==> config.mk <==
export PLATFORM = sky130hd
export DESIGN_NAME = dual_quadrature_step_counter
export DESIGN_NICKNAME = d
export VERILOG_FILES = /design/src/dqsc_pkg.sv /design/src/dqsc_track.sv /design/src/dual_quadrature_step_counter.sv
export SDC_FILE = /design/constraint.sdc
export NUM_CORES = 1
export LEC_CHECK = 0
export BUFFER_PORTS_ARGS = -buffer_cell sky130_fd_sc_hd__buf_4
export CORE_AREA = 2 2 69 71
export CTS_CLUSTER_SIZE = 24
export DETAILED_ROUTE_END_ITERATION = 10
export DIE_AREA = 0 0 71 73
export HOLD_SLACK_MARGIN = 0.06
export PLACE_DENSITY = 0.62
export SLEW_MARGIN = 20
export SYNTH_ARGS = -nofsm -noshare
export SYNTH_HDL_FRONTEND = slang
export SYNTH_SLANG_ARGS = --single-unit
export TNS_END_PERCENT = 5
==> constraint.sdc <==
create_clock -name clk -period 6.3 [get_ports clk]
set_input_delay 0.63 -clock clk [delete_from_list [all_inputs] [get_ports clk]]
set_output_delay 0.63 -clock clk [all_outputs]
set_load 0.02 [all_outputs]
==> src/dqsc_pkg.sv <==
// Types, constants and the Gray sequence function of the dual quadrature step counter.
`default_nettype none

package dqsc_pkg;

    localparam int COUNT_W = 10;
    localparam int STEP_W  = 3;
    localparam int PINS_W  = 4;

    typedef logic [1:0]         phase_t;
    typedef logic [1:0]         steps_t;
    typedef logic [COUNT_W-1:0] count_t;
    typedef logic [STEP_W-1:0]  step_t;
    typedef logic [PINS_W-1:0]  pins_t;

    // Detents that one encoder produces for one sample.
    typedef struct packed {
        logic up;
        logic down;
    } detent_t;

    // Clockwise successor of a phase state in the Gray sequence 0, 1, 3, 2.
    function automatic phase_t cw_next(input phase_t p);
        phase_t r;
        case (p)
            2'd0:    r = 2'd1;
            2'd1:    r = 2'd3;
            2'd3:    r = 2'd2;
            2'd2:    r = 2'd0;
            default: r = 2'd0;
        endcase
        return r;
    endfunction

endpackage

`default_nettype wire

==> src/dqsc_track.sv <==
// One encoder's phase history and its two transition counters.
`default_nettype none

module dqsc_track
    import dqsc_pkg::*;
(
    input  wire logic    clk,
    input  wire logic    rst_n,
    input  wire logic    advance,
    input  wire phase_t  phase,
    output detent_t      detent
);

    phase_t prev_reg;
    steps_t cw_reg;
    steps_t ccw_reg;
    steps_t cw_next_val;
    steps_t ccw_next_val;
    logic   move_cw;
    logic   move_ccw;

    always_comb
    begin
        move_cw  = (cw_next(prev_reg) == phase);
        move_ccw = !move_cw && (cw_next(phase) == prev_reg);
        // A counter at three that takes one more move completes a detent and
        // rolls over to zero by itself.
        cw_next_val  = move_cw  ? cw_reg + 2'd1  : cw_reg;
        ccw_next_val = move_ccw ? ccw_reg + 2'd1 : ccw_reg;
        detent.up    = move_cw  && (cw_reg == 2'd3);
        detent.down  = move_ccw && (ccw_reg == 2'd3);
    end

    always_ff @(posedge clk or negedge rst_n)
    begin
        if (!rst_n)
        begin
            prev_reg <= '0;
            cw_reg   <= '0;
            ccw_reg  <= '0;
        end
        else if (advance)
        begin
            prev_reg <= phase;
            cw_reg   <= cw_next_val;
            ccw_reg  <= ccw_next_val;
        end
    end

endmodule

`default_nettype wire

==> src/dual_quadrature_step_counter.sv <==
// Top level of the dual quadrature step counter.
`default_nettype none

// Dual quadrature step counter. Each input word carries one sample of two
// quadrature encoders (enc_pins bits 1:0 for encoder A, bits 3:2 for encoder B)
// and a step size. Valid Gray-code moves advance per-encoder clockwise and
// counter-clockwise transition counters; every fourth move in one direction is
// a detent that moves the shared 10-bit position up (clockwise) or down
// (counter-clockwise) by step_size, modulo 1024. Double-bit jumps are ignored
// apart from updating the stored phase. Every input word yields exactly one
// output word carrying the position after that sample. The block accepts one
// word per cycle while in_stall is low. A word is held in the input register,
// and its result is loaded into the output register once that register is
// free; the position is presented from there. The phase compare and the
// four-term position add sit between the two registers. in_stall rises only
// when both registers are full and the output side is stalling.
module dual_quadrature_step_counter
    import dqsc_pkg::*;
(
    input  wire logic   clk,
    input  wire logic   rst_n,
    input  wire logic   in_valid,
    output logic        in_stall,
    input  wire pins_t  enc_pins,
    input  wire step_t  step_size,
    output logic        out_valid,
    input  wire logic   out_stall,
    output count_t      position
);

    // Input register.
    logic    s1_valid_reg;
    pins_t   s1_pins_reg;
    step_t   s1_step_reg;

    // Output register; it also holds the running count.
    logic    out_valid_reg;
    count_t  count_reg;
    count_t  count_next;

    logic    out_free;
    logic    s1_move;
    logic    in_take;
    count_t  step_ext;
    detent_t detent_a;
    detent_t detent_b;

    assign out_free = !out_valid_reg || !out_stall;
    assign s1_move  = s1_valid_reg && out_free;
    assign in_stall = s1_valid_reg && !out_free;
    assign in_take  = in_valid && !in_stall;

    assign out_valid = out_valid_reg;
    assign position  = count_reg;

    dqsc_track u_track_a (
        .clk     (clk),
        .rst_n   (rst_n),
        .advance (s1_move),
        .phase   (s1_pins_reg[1:0]),
        .detent  (detent_a)
    );

    dqsc_track u_track_b (
        .clk     (clk),
        .rst_n   (rst_n),
        .advance (s1_move),
        .phase   (s1_pins_reg[3:2]),
        .detent  (detent_b)
    );

    // The order of the detents does not matter for a sum modulo 1024, so the
    // four contributions are folded in one expression.
    always_comb
    begin
        step_ext   = {{(COUNT_W-STEP_W){1'b0}}, s1_step_reg};
        count_next = count_reg
                   + (detent_a.up   ? step_ext : '0)
                   - (detent_a.down ? step_ext : '0)
                   + (detent_b.up   ? step_ext : '0)
                   - (detent_b.down ? step_ext : '0);
    end

    always_ff @(posedge clk or negedge rst_n)
    begin
        if (!rst_n)
        begin
            s1_valid_reg  <= 1'b0;
            out_valid_reg <= 1'b0;
            count_reg     <= '0;
        end
        else
        begin
            if (in_take)
            begin
                s1_valid_reg <= 1'b1;
            end
            else if (s1_move)
            begin
                s1_valid_reg <= 1'b0;
            end

            if (s1_move)
            begin
                out_valid_reg <= 1'b1;
                count_reg     <= count_next;
            end
            else if (out_free)
            begin
                out_valid_reg <= 1'b0;
            end
        end
    end

    always_ff @(posedge clk)
    begin
        if (in_take)
        begin
            s1_pins_reg <= enc_pins;
            s1_step_reg <= step_size;
        end
    end

endmodule

`default_nettype wire

# ---- Word level (Yosys, flattened, before mapping)
# Index checks and enable logic that the tools add are counted.
dict set report op_classes {
  addsub 8
  eq_ne 20
  mux 12
  n_reduce_logical 26
}
# op count
set op_table {}
lappend op_table {{2-bit case mux with 4 select lines} 4}
lappend op_table {{2-bit == test (second input constant)} 12}
lappend op_table {{10-bit by 3-bit adder with 10-bit output} 2}
lappend op_table {{10-bit by 3-bit subtractor with 10-bit output} 2}
lappend op_table {{3-bit two-way mux} 4}
lappend op_table {{1-bit logical AND} 9}
lappend op_table {{2-bit by 1-bit adder with 2-bit output (second input constant)} 4}
lappend op_table {{2-bit by 1-bit == test with 1-bit output (second input constant)} 4}
lappend op_table {{2-bit == test} 4}
lappend op_table {{2-bit logical NOT} 4}
lappend op_table {{2-bit AND reduction} 4}
lappend op_table {{1-bit logical NOT} 6}
lappend op_table {{1-bit two-way mux} 4}
lappend op_table {{2-bit nonzero test} 2}
lappend op_table {{1-bit logical OR} 1}
dict set report totals {
  regBits 31
  inputBits 11
  out_inout_bits 12
}

# ---- Depth between registers and ports, before layout
# Gate-level depths: netlist of the first run.
dict set report logic_depth {
  depth_word 10
  depth_mapped 18
  depth_no_buf 18
}

# ---- Modules after synthesis
# A second synthesis of the first run with hierarchy kept.
dict set report unflattened {
  cells_unflattened 185
  hier_area_um2 2047.0
}
# mod instances cells_each area_per_inst_um2 seq_area_each_um2
set modules_own_cells {}
lappend modules_own_cells {dual_quadrature_step_counter 1 141 1421.4 510.5}
lappend modules_own_cells {dqsc_track 2 22 312.8 150.1}

# ---- Worst setup path before layout of the first run
# OpenSTA, ideal clock, no wires.
dict set report synth_timing {
  path_kind {register to register}
  startpoint {register s1_pins_reg[1]}
  endpoint {register count_reg[8], in the netlist position[8]}
  arrival_ps 3899
  path_slack_ps 2275
  path_stages_with_launch 15
  period_less_slack_ps 4025
  path_cell_list {edfxtp_1 -> xnor2_1 -> nor2_1 -> nand3_1 -> fa_1 -> fa_1 -> inv_1 -> fa_1 -> inv_1 -> ha_1 -> a21o_2 -> a311o_1 -> a41o_1 -> xor2_1 -> mux2_4}
}
dict set report synth_between {
  elab_chain_cells 9
  elab_cells_between_ends 17
  classes_between {4 x add/sub; 5 x eq/ne; 3 x mux; 5 x reduce/logical}
}
# element line
set synth_lines {}
lappend synth_lines {{start, declared} dual_quadrature_step_counter.sv:33} ;# pins_t s1_pins_reg;
lappend synth_lines {{start signal, assigned} dual_quadrature_step_counter.sv:119} ;# s1_pins_reg <= enc_pins;
lappend synth_lines {{branches (longest 6 deep; another with 10-bit by 3-bit adder with 10-bit output)} n/a}
lappend synth_lines {{10-bit by 3-bit subtractor with 10-bit output *} dual_quadrature_step_counter.sv:79} ;# - (detent_a.down ? step_ext : '0)
lappend synth_lines {{10-bit by 3-bit adder with 10-bit output *} dual_quadrature_step_counter.sv:80} ;# + (detent_b.up ? step_ext : '0)
lappend synth_lines {{10-bit by 3-bit subtractor with 10-bit output *} dual_quadrature_step_counter.sv:81} ;# - (detent_b.down ? step_ext : '0);
lappend synth_lines {{end signal, assigned} dual_quadrature_step_counter.sv:106} ;# count_reg <= count_next;
lappend synth_lines {{end, declared} dual_quadrature_step_counter.sv:38} ;# count_t count_reg;
# Every way passes the cells marked *.
# A chain may end at the register's enable or synchronous reset.

# ---- Worst setup path after layout of the first run
dict set report layout_timing {
  startpoint {register s1_pins_reg[0]}
  endpoint {register count_reg[8], in the netlist position[8]}
}
# Same word-level chain as after synthesis.

==> summary.txt, run 1 <==
Status
  • Status: complete, no violations

Global routing
  • GRT overflow: 0
  • First-pass GRT wire length: 6.24 mm
  • Vias in the first global route: 1383
  • GRT Overall Usage: 0.159
  • Largest net degree at the start of global routing: 25
  • Initial antenna violation count: 0

Detailed routing
  • Via-to-Cell Ratio: 5.04
  • DRC: 0
  • Via count: 1382
  • Wire length per cell: 13.1 µm
  • Final ANT Viol Nets: 0
  • DRT iter0 DRCs: 57
  • DRT Wirelength: 3.58 mm
  • Pre-antenna DRT Iters: 4

Critical path
  • Required @ worst endpoint: 6470 ps
  • CP peak stage delay: 580 ps
  • Crit-path cells: xor2_1, nor2_1, nand3_1, fa_1, fa_1, inv_1, fa_1, inv_1, ha_1, a21o_2, a311o_1, a41o_1, xor2_1, mux2_4
  • RR Startpoint: s1_pins_reg[0]
  • Worst Setup Path Type: flip-flop to flip-flop
  • Slowest-stage cell, CP: fa_1
  • CP most frequent cell: fa_1
  • Crit path capture type: flip-flop
  • Startpoint Class: flip-flop
  • Crit path DAT: 4380 ps
  • Critical path fanouts, max: 3
  • Worst Setup SP: s1_pins_reg[0]

Cells and area
  • Fillers: 403
  • Area delta synth->final: 16.5%
  • Area occupied by registers: 811 µm²
  • Layout cell share with drive strength beyond 1: 0.186
  • # diodes: 0
  • Final Non-Filler Cells: 274
  • Multi-input gate area in the final layout: 0.00111 mm²
  • Final net count: 259
  • Max reg flops: 10

Placed design
  • Placer Congestion: 0.784
  • Cell count after placement: 266
  • Final HPWL DP: 2.74 mm
  • Port bufs: 22

Clock network
  • CTS Hold Bufs: 0
  • Post-CTS sizing: 0
  • H-tree level count: 2
  • CTS clk-pin slew, worst paths: 70 ps
  • Deepest clock path buffer count: 2
  • Post-CTS setup buffers: 0
  • TritonCTS Sinks: 31
  • Clk Tree Root Cell: clkbuf_8
  • Num CTS Buffers: 5
  • Clock latency on the worst-skew pair: 280 ps
  • CTS tree: done

Pwr
  • Leak: 0.00114 µW
  • Worst vdd ir: 216 µV
  • Power Density: 557 mW/mm²
  • Sequential Power Share: 0.252
  • Internal: 770 µW
  • Switching Share: 0.410
  • Clock network power share: 0.148
  • Comb power frac: 0.600
  • Net switching power: 535 µW

Die
  • Die width: 71 µm
  • I/O pins: 23
  • Die Y: 73 µm
  • Core area: 0.00454 mm²
  • Rows: 25
  • Initial core utilization: 0.444
  • Full die area: 0.00518 mm²

Timing
  • Setup TNS: 0 ps
  • Count of pins over their slew limit: 0
  • RSZ-0062 raised after global routing: false
  • Worst slew pin tran: 519 ps
  • Min Clock Period, post-route: 4220 ps
  • Relative slew slack: 0.654
  • Worst hold slack: 240 ps
  • Worst clock skew: 6.57 ps
  • Final Setup Violations: 0
  • Fin. Hold Viols: 0
  • Max frequency: 237 MHz
  • Fraction of the cycle the final worst path needs: 0.669

Synthesis
  • Yosys warns: 0
  • Sequential share of the synthesized area: 0.402
  • Fraction of registers with async set/reset: 0.774
  • Predominant post-synthesis flop cell: dfrtp_1
  • Mapped Cells: 191
  • Synth Register Bits: 31
  • Mapped Area: 0.00201 mm²
  • Post-synth EDFFs: 7
  • Synth Net Count: 231
  • Synth Area per Inst: 10.5 µm²
  • Post-synth cell types: 40

Flow run
  • Total of max-cap violations: 0

Hold path
  • Hold crit path type: primary input to async pin
-- per-layer routing --
metal / global-route usage / part of all wire / vias to the layer above
met1: 0.204 / 0.48 / 645
met3: 0.0428 / 0.037 / 7
met4: 0.0629 / 0.017 / 0
met5: 0 / 0 / -
li1: - / - / 702
met2: 0.258 / 0.47 / 28
-- critical path, delay by kind of cell, from the launching register on --
kind | cells | cell delay, ps
flip-flops | 1 | 410
AND/OR/NAND/NOR | 2 | 290
buffers and inverters | 2 | 110
adder cells (fa/ha/maj) | 4 | 1910
multiplexers | 1 | 260
XOR/XNOR | 2 | 310
AO/OA/AOI/OAI | 3 | 800
-- kinds of logic (layout without fill, tap and decap cells) --
family,count (synthesis),after routing,share of synthesized area
buffers and inverters,24,53,0.0484
and+or+nand+nor,58,58,0.134
DFF,31,31,0.402
xor gates and xnor gates,14,14,0.0609
AOI/OAI and AO/OA,30,30,0.111
muxes,5,5,0.0298
adders and majority gates,29,29,0.214
-- through the flow --
stage	total power (µW)	utilization	cell area (µm²)	worst slack, ps
final	1310	0.517	2350	2080
after global routing	1440	0.517	2350	1840
after CTS	1320	0.517	2350	2060
after detailed placement	1110	0.494	2240	2060
after global placement	1110	0.494	2240	2110
after floorplan	931	-	2010	2280
-- worst paths after layout --
kind                                        end  slack (ps)  cells after the start
setup / recovery                    position[8]        2080                     14
hold / removal                      position[4]         240                      1
setup reg to reg                    position[8]        2080                     14
hold reg to reg            u_track_a.ccw_reg[0]         480                      1
max in group asynchronous             out_valid        5810                      1
min in group clk           u_track_a.ccw_reg[0]         480                      1
-- cell type report --
cell class                      instances  share of cell area
Multi-Input combinational cell        136               0.471
Inverter                               22              0.0352
Tap cell                               54              0.0288
Sequential cell                        31               0.346
Timing Repair Buffer                   23              0.0736
Clock inverter                          1              0.0128
Clock buffer                            7              0.0325
-- layout by cell type (no fill, tap or decap), types with 2 or more instances in the layout --
cell type / instances
and2_1: 4
o21a_1: 3
or3_1: 2
or2_2: 2
inv_1: 22
mux2_2: 4
nand3_1: 5
and3_1: 4
nor2_1: 6
a21oi_1: 4
nand2_1: 29
dfrtp_1: 24
fa_1: 9
o311ai_0: 2
clkbuf_8: 5
edfxtp_1: 7
xnor2_1: 6
clkbuf_1: 2
a21o_1: 2
ha_1: 20
nor2b_1: 2
xor2_1: 8
o21ai_0: 7
buf_4: 23
-- power groups by stage --
stage          combinational (µW)  sequential, µW  clock (µW)
3_5_place_dp                  780             334           0
6_report                      784             329         194
3_3_place_gp                  775             332           0
5_1_grt                       895             340         210
4_1_cts                       786             330         199
2_1_floorplan                 571             360           0
-- synthesized netlist by cell type (2+ instances only) --
cell type,count,area share
and3_1,4,0.012
dfrtp_1,24,0.30
nor2_1,6,0.011
a21o_1,2,0.0075
and2_1,4,0.012
o21a_1,3,0.011
o311ai_0,2,0.0087
or3_1,2,0.0062
xor2_1,8,0.035
a21oi_1,4,0.0099
nand2_1,29,0.054
o21ai_0,7,0.017
fa_1,9,0.089
nor2b_1,2,0.0062
or2_2,2,0.0062
xnor2_1,6,0.026
edfxtp_1,7,0.10
ha_1,20,0.12
mux2_2,4,0.022
nand3_1,5,0.012
inv_1,22,0.041
Note: power is estimated with default switching activity, not from simulation.
==> run 2: changes to the inputs <==
PLACE_DENSITY = 0.64   (was 0.62)
clock period = 3.56 ns   (was 6.3 ns; I/O delays follow)
==> run 2 against run 1 <==
  * Sequential cell count unchanged
  * Non-clock buffer count up 19
  * Critical endpoint is now position[9]
  * Die area unchanged
  * Largest power group unchanged
  * Clock skew up 3.4 ps
  * The flow now finishes with violations (setup timing)
  * Total power up 89%
  * Global-route usage down 0.13 points
  * Via count up 7.5%
  * Highest routed layer unchanged
  * Critical path type unchanged
==> summary.txt, run 2 (synthesized netlist as in run 1, its figures left out) <==
Detailed routing
  • DRC: 0 (unchanged)
  • DRT iter0 DRCs: 91 (+60%)
  • Final ANT Viol Nets: 0 (unchanged)
  • DRT Wirelength: 3.70 mm (+3.3%)
  • Pre-antenna DRT Iters: 4 (unchanged)
  • Wire length per cell: 12.6 µm (-3.4%)
  • Via count: 1486 (+7.5%)
  • Via-to-Cell Ratio: 5.07 (+0.55%)

Die
  • Rows: 25 (unchanged)
  • Full die area: 0.00518 mm² (unchanged)
  • Die Y: 73 µm (unchanged)
  • Core area: 0.00454 mm² (unchanged)
  • Die width: 71 µm (unchanged)
  • Initial core utilization: 0.444 (unchanged)
  • I/O pins: 23 (unchanged)

Critical path
  • Startpoint Class: flip-flop
  • Reg2Reg Depth: 16 (+2)
  • CP most frequent cell: fa_2
  • Crit path DAT: 4120 ps (-260 ps)
  • Critical Path Stages: 16 (+2)
  • CP top delay family: adder cells
  • Required @ worst endpoint: 3740 ps (-2730 ps)
  • Critical path fanouts, max: 3 (unchanged)
  • Reg2Reg Setup Slack: -380 ps (-2460 ps)
  • Buffers & Inverters on Critical Path: 2 (unchanged)
  • Crit-path cells: xnor2_1, and2_4, nand2_1, nor2_1, fa_1, fa_2, inv_1, fa_2, ha_2, inv_2, fa_2, nor2b_2, o31a_2, o21a_1, a2111o_1, o311ai_1
  • Crit path capture type: flip-flop
  • Worst Setup SP: s1_pins_reg[2]
  • Slowest-stage cell, CP: fa_2
  • Worst Setup Path Type: flip-flop to flip-flop
  • CP peak stage delay: 530 ps (-50 ps)
  • CP endpoint: position[9]
  • Reg2reg end: position[9]
  • RR Startpoint: s1_pins_reg[2]

Global routing
  • First-pass GRT wire length: 6.34 mm (+1.7%)
  • Initial antenna violation count: 0 (unchanged)
  • Largest net degree at the start of global routing: 25 (unchanged)
  • Vias in the first global route: 1410 (+2.0%)
  • GRT Overall Usage: 0.158 (-0.00127)
  • GRT overflow: 0 (unchanged)

Cells and area
  • # diodes: 0 (unchanged)
  • Max reg flops: 10 (unchanged)
  • Fillers: 399 (-0.99%)
  • Final net count: 278 (+7.3%)
  • Area delta synth->final: 25.6%
  • Most common cell after layout, fill and taps aside: buf_4
  • Area occupied by registers: 811 µm² (unchanged)
  • Layout cell share with drive strength beyond 1: 0.305 (+0.119)
  • Most frequent cells in the layout: buf_4, nand2_1, dfrtp_1, inv_1, ha_1
  • Multi-input gate area in the final layout: 0.00117 mm² (+5.9%)

Placed design
  • Placer Congestion: 0.822 (+4.8%)
  • Final HPWL DP: 2.82 mm (+3.0%)
  • Port bufs: 22 (unchanged)
  • Place WS: -560 ps (-2620 ps)

Timing
  • Worst slew pin tran: 494 ps (-25.0 ps)
  • Fraction of the cycle the final worst path needs: 1.11 (+0.437)
  • Worst clock skew: 9.94 ps (+3.37 ps)
  • Count of pins over their slew limit: 0 (unchanged)
  • Fin. Hold Viols: 0 (unchanged)
  • Setup TNS: -1240 ps (-1240 ps)
  • RSZ-0062 raised after global routing: true
  • Max frequency: 254 MHz (+7.0%)
  • Final Setup Violations: 5 (+5)
  • Relative slew slack: 0.670 (+0.0167)
  • Final worst setup slack: -380 ps (-2460 ps)
  • Min Clock Period, post-route: 3940 ps (-276 ps)

Clock network
  • TritonCTS Sinks: 31 (unchanged)
  • Clock latency on the worst-skew pair: 280 ps (about the same)
  • CTS tree: done
  • Deepest clock path buffer count: 2 (unchanged)
  • H-tree level count: 2 (unchanged)
  • Clk Tree Root Cell: clkbuf_8
  • CTS clk-pin slew, worst paths: 70 ps (about the same)
  • Num CTS Buffers: 5 (unchanged)

Flow run
  • Total of max-cap violations: 0 (unchanged)

Status
  • Failing checks: setup timing
  • Status: complete, but fails checks

Pwr
  • Power Density: 974 mW/mm² (+75%)
  • Worst vdd ir: 368 µV (+71%)
  • Leak: 0.00122 µW (+7.1%)

Hold path
  • Hold crit path type: primary input to flip-flop
## run 2: cell types whose count changed in the layout (fill, tap and decap cells not counted), sizes merged
cell | previous run | this run
bufinv | 1 | 0
clkinv | 0 | 2
clkbuf | 7 | 6
buf | 23 | 41
dlygate4sd3 | 0 | 1
## run 2: through the flow
stage,instance area [µm²],hold slack [ps],utilization,total power (µW),std cells
2_1_floorplan,2020,60.4,-,1650,191
3_3_place_gp,2360,289,0.521,2080,281
3_5_place_dp,2360,284,0.521,2110,281
4_1_cts,2490,241,0.549,2430,293
5_1_grt,2530,242,0.558,2730,293
6_report,2530,254,0.558,2460,293
## run 2: how the worst min path moves through the flow
stage | start | endpoint | depth (start not counted)
floorplan | rst_n | out_valid | 0
global placement | rst_n | position[0] | 1
detailed placement | rst_n | position[0] | 1
CTS | step_size[2] | s1_step_reg[2] | 1
global route | enc_pins[3] | s1_pins_reg[3] | 1
finish | enc_pins[2] | s1_pins_reg[2] | 1
## run 2: layer usage
metal | wire [µm] | track usage
met4 | 47 | 0.0566
met1 | 1710 | 0.205
met3 | 101 | 0.0331
met2 | 1840 | 0.263
met5 | 0 | 0
## run 2: area by class of cell
class / instances / share of cell area
Tap cell: 54 / 0.0267
Clock inverter: 2 / 0.00297
Sequential cell: 31 / 0.320
Clock buffer: 6 / 0.0287
Inverter: 22 / 0.0326
Timing Repair Buffer: 42 / 0.126
Multi-Input combinational cell: 136 / 0.463
## run 2: power by group
part	switching, µW	internal (µW)	leakage, µW
combinational	794	829	0.000822
sequential	93.1	487	0.000356
clock	127	133	0.0000403
## run 2: timing repair
action                     4_1_cts  5_1_grt
resized for setup                7        9
pin swaps                       15        5
setup endpoints to repair        5        7
buffers inserted                 3        0
hold buffers                     1        0
hold endpoints to repair        24        0
## run 2: worst register-to-register path: cells and delay by family (launching register included)
| kind | cells | cell delay [ps] |
|---|---|---|
| XOR/XNOR | 1 | 210 |
| flip-flops | 1 | 400 |
| AO/OA/AOI/OAI | 4 | 970 |
| buffers and inverters | 2 | 100 |
| AND/OR/NAND/NOR | 4 | 440 |
| adder cells (fa/ha/maj) | 5 | 1710 |
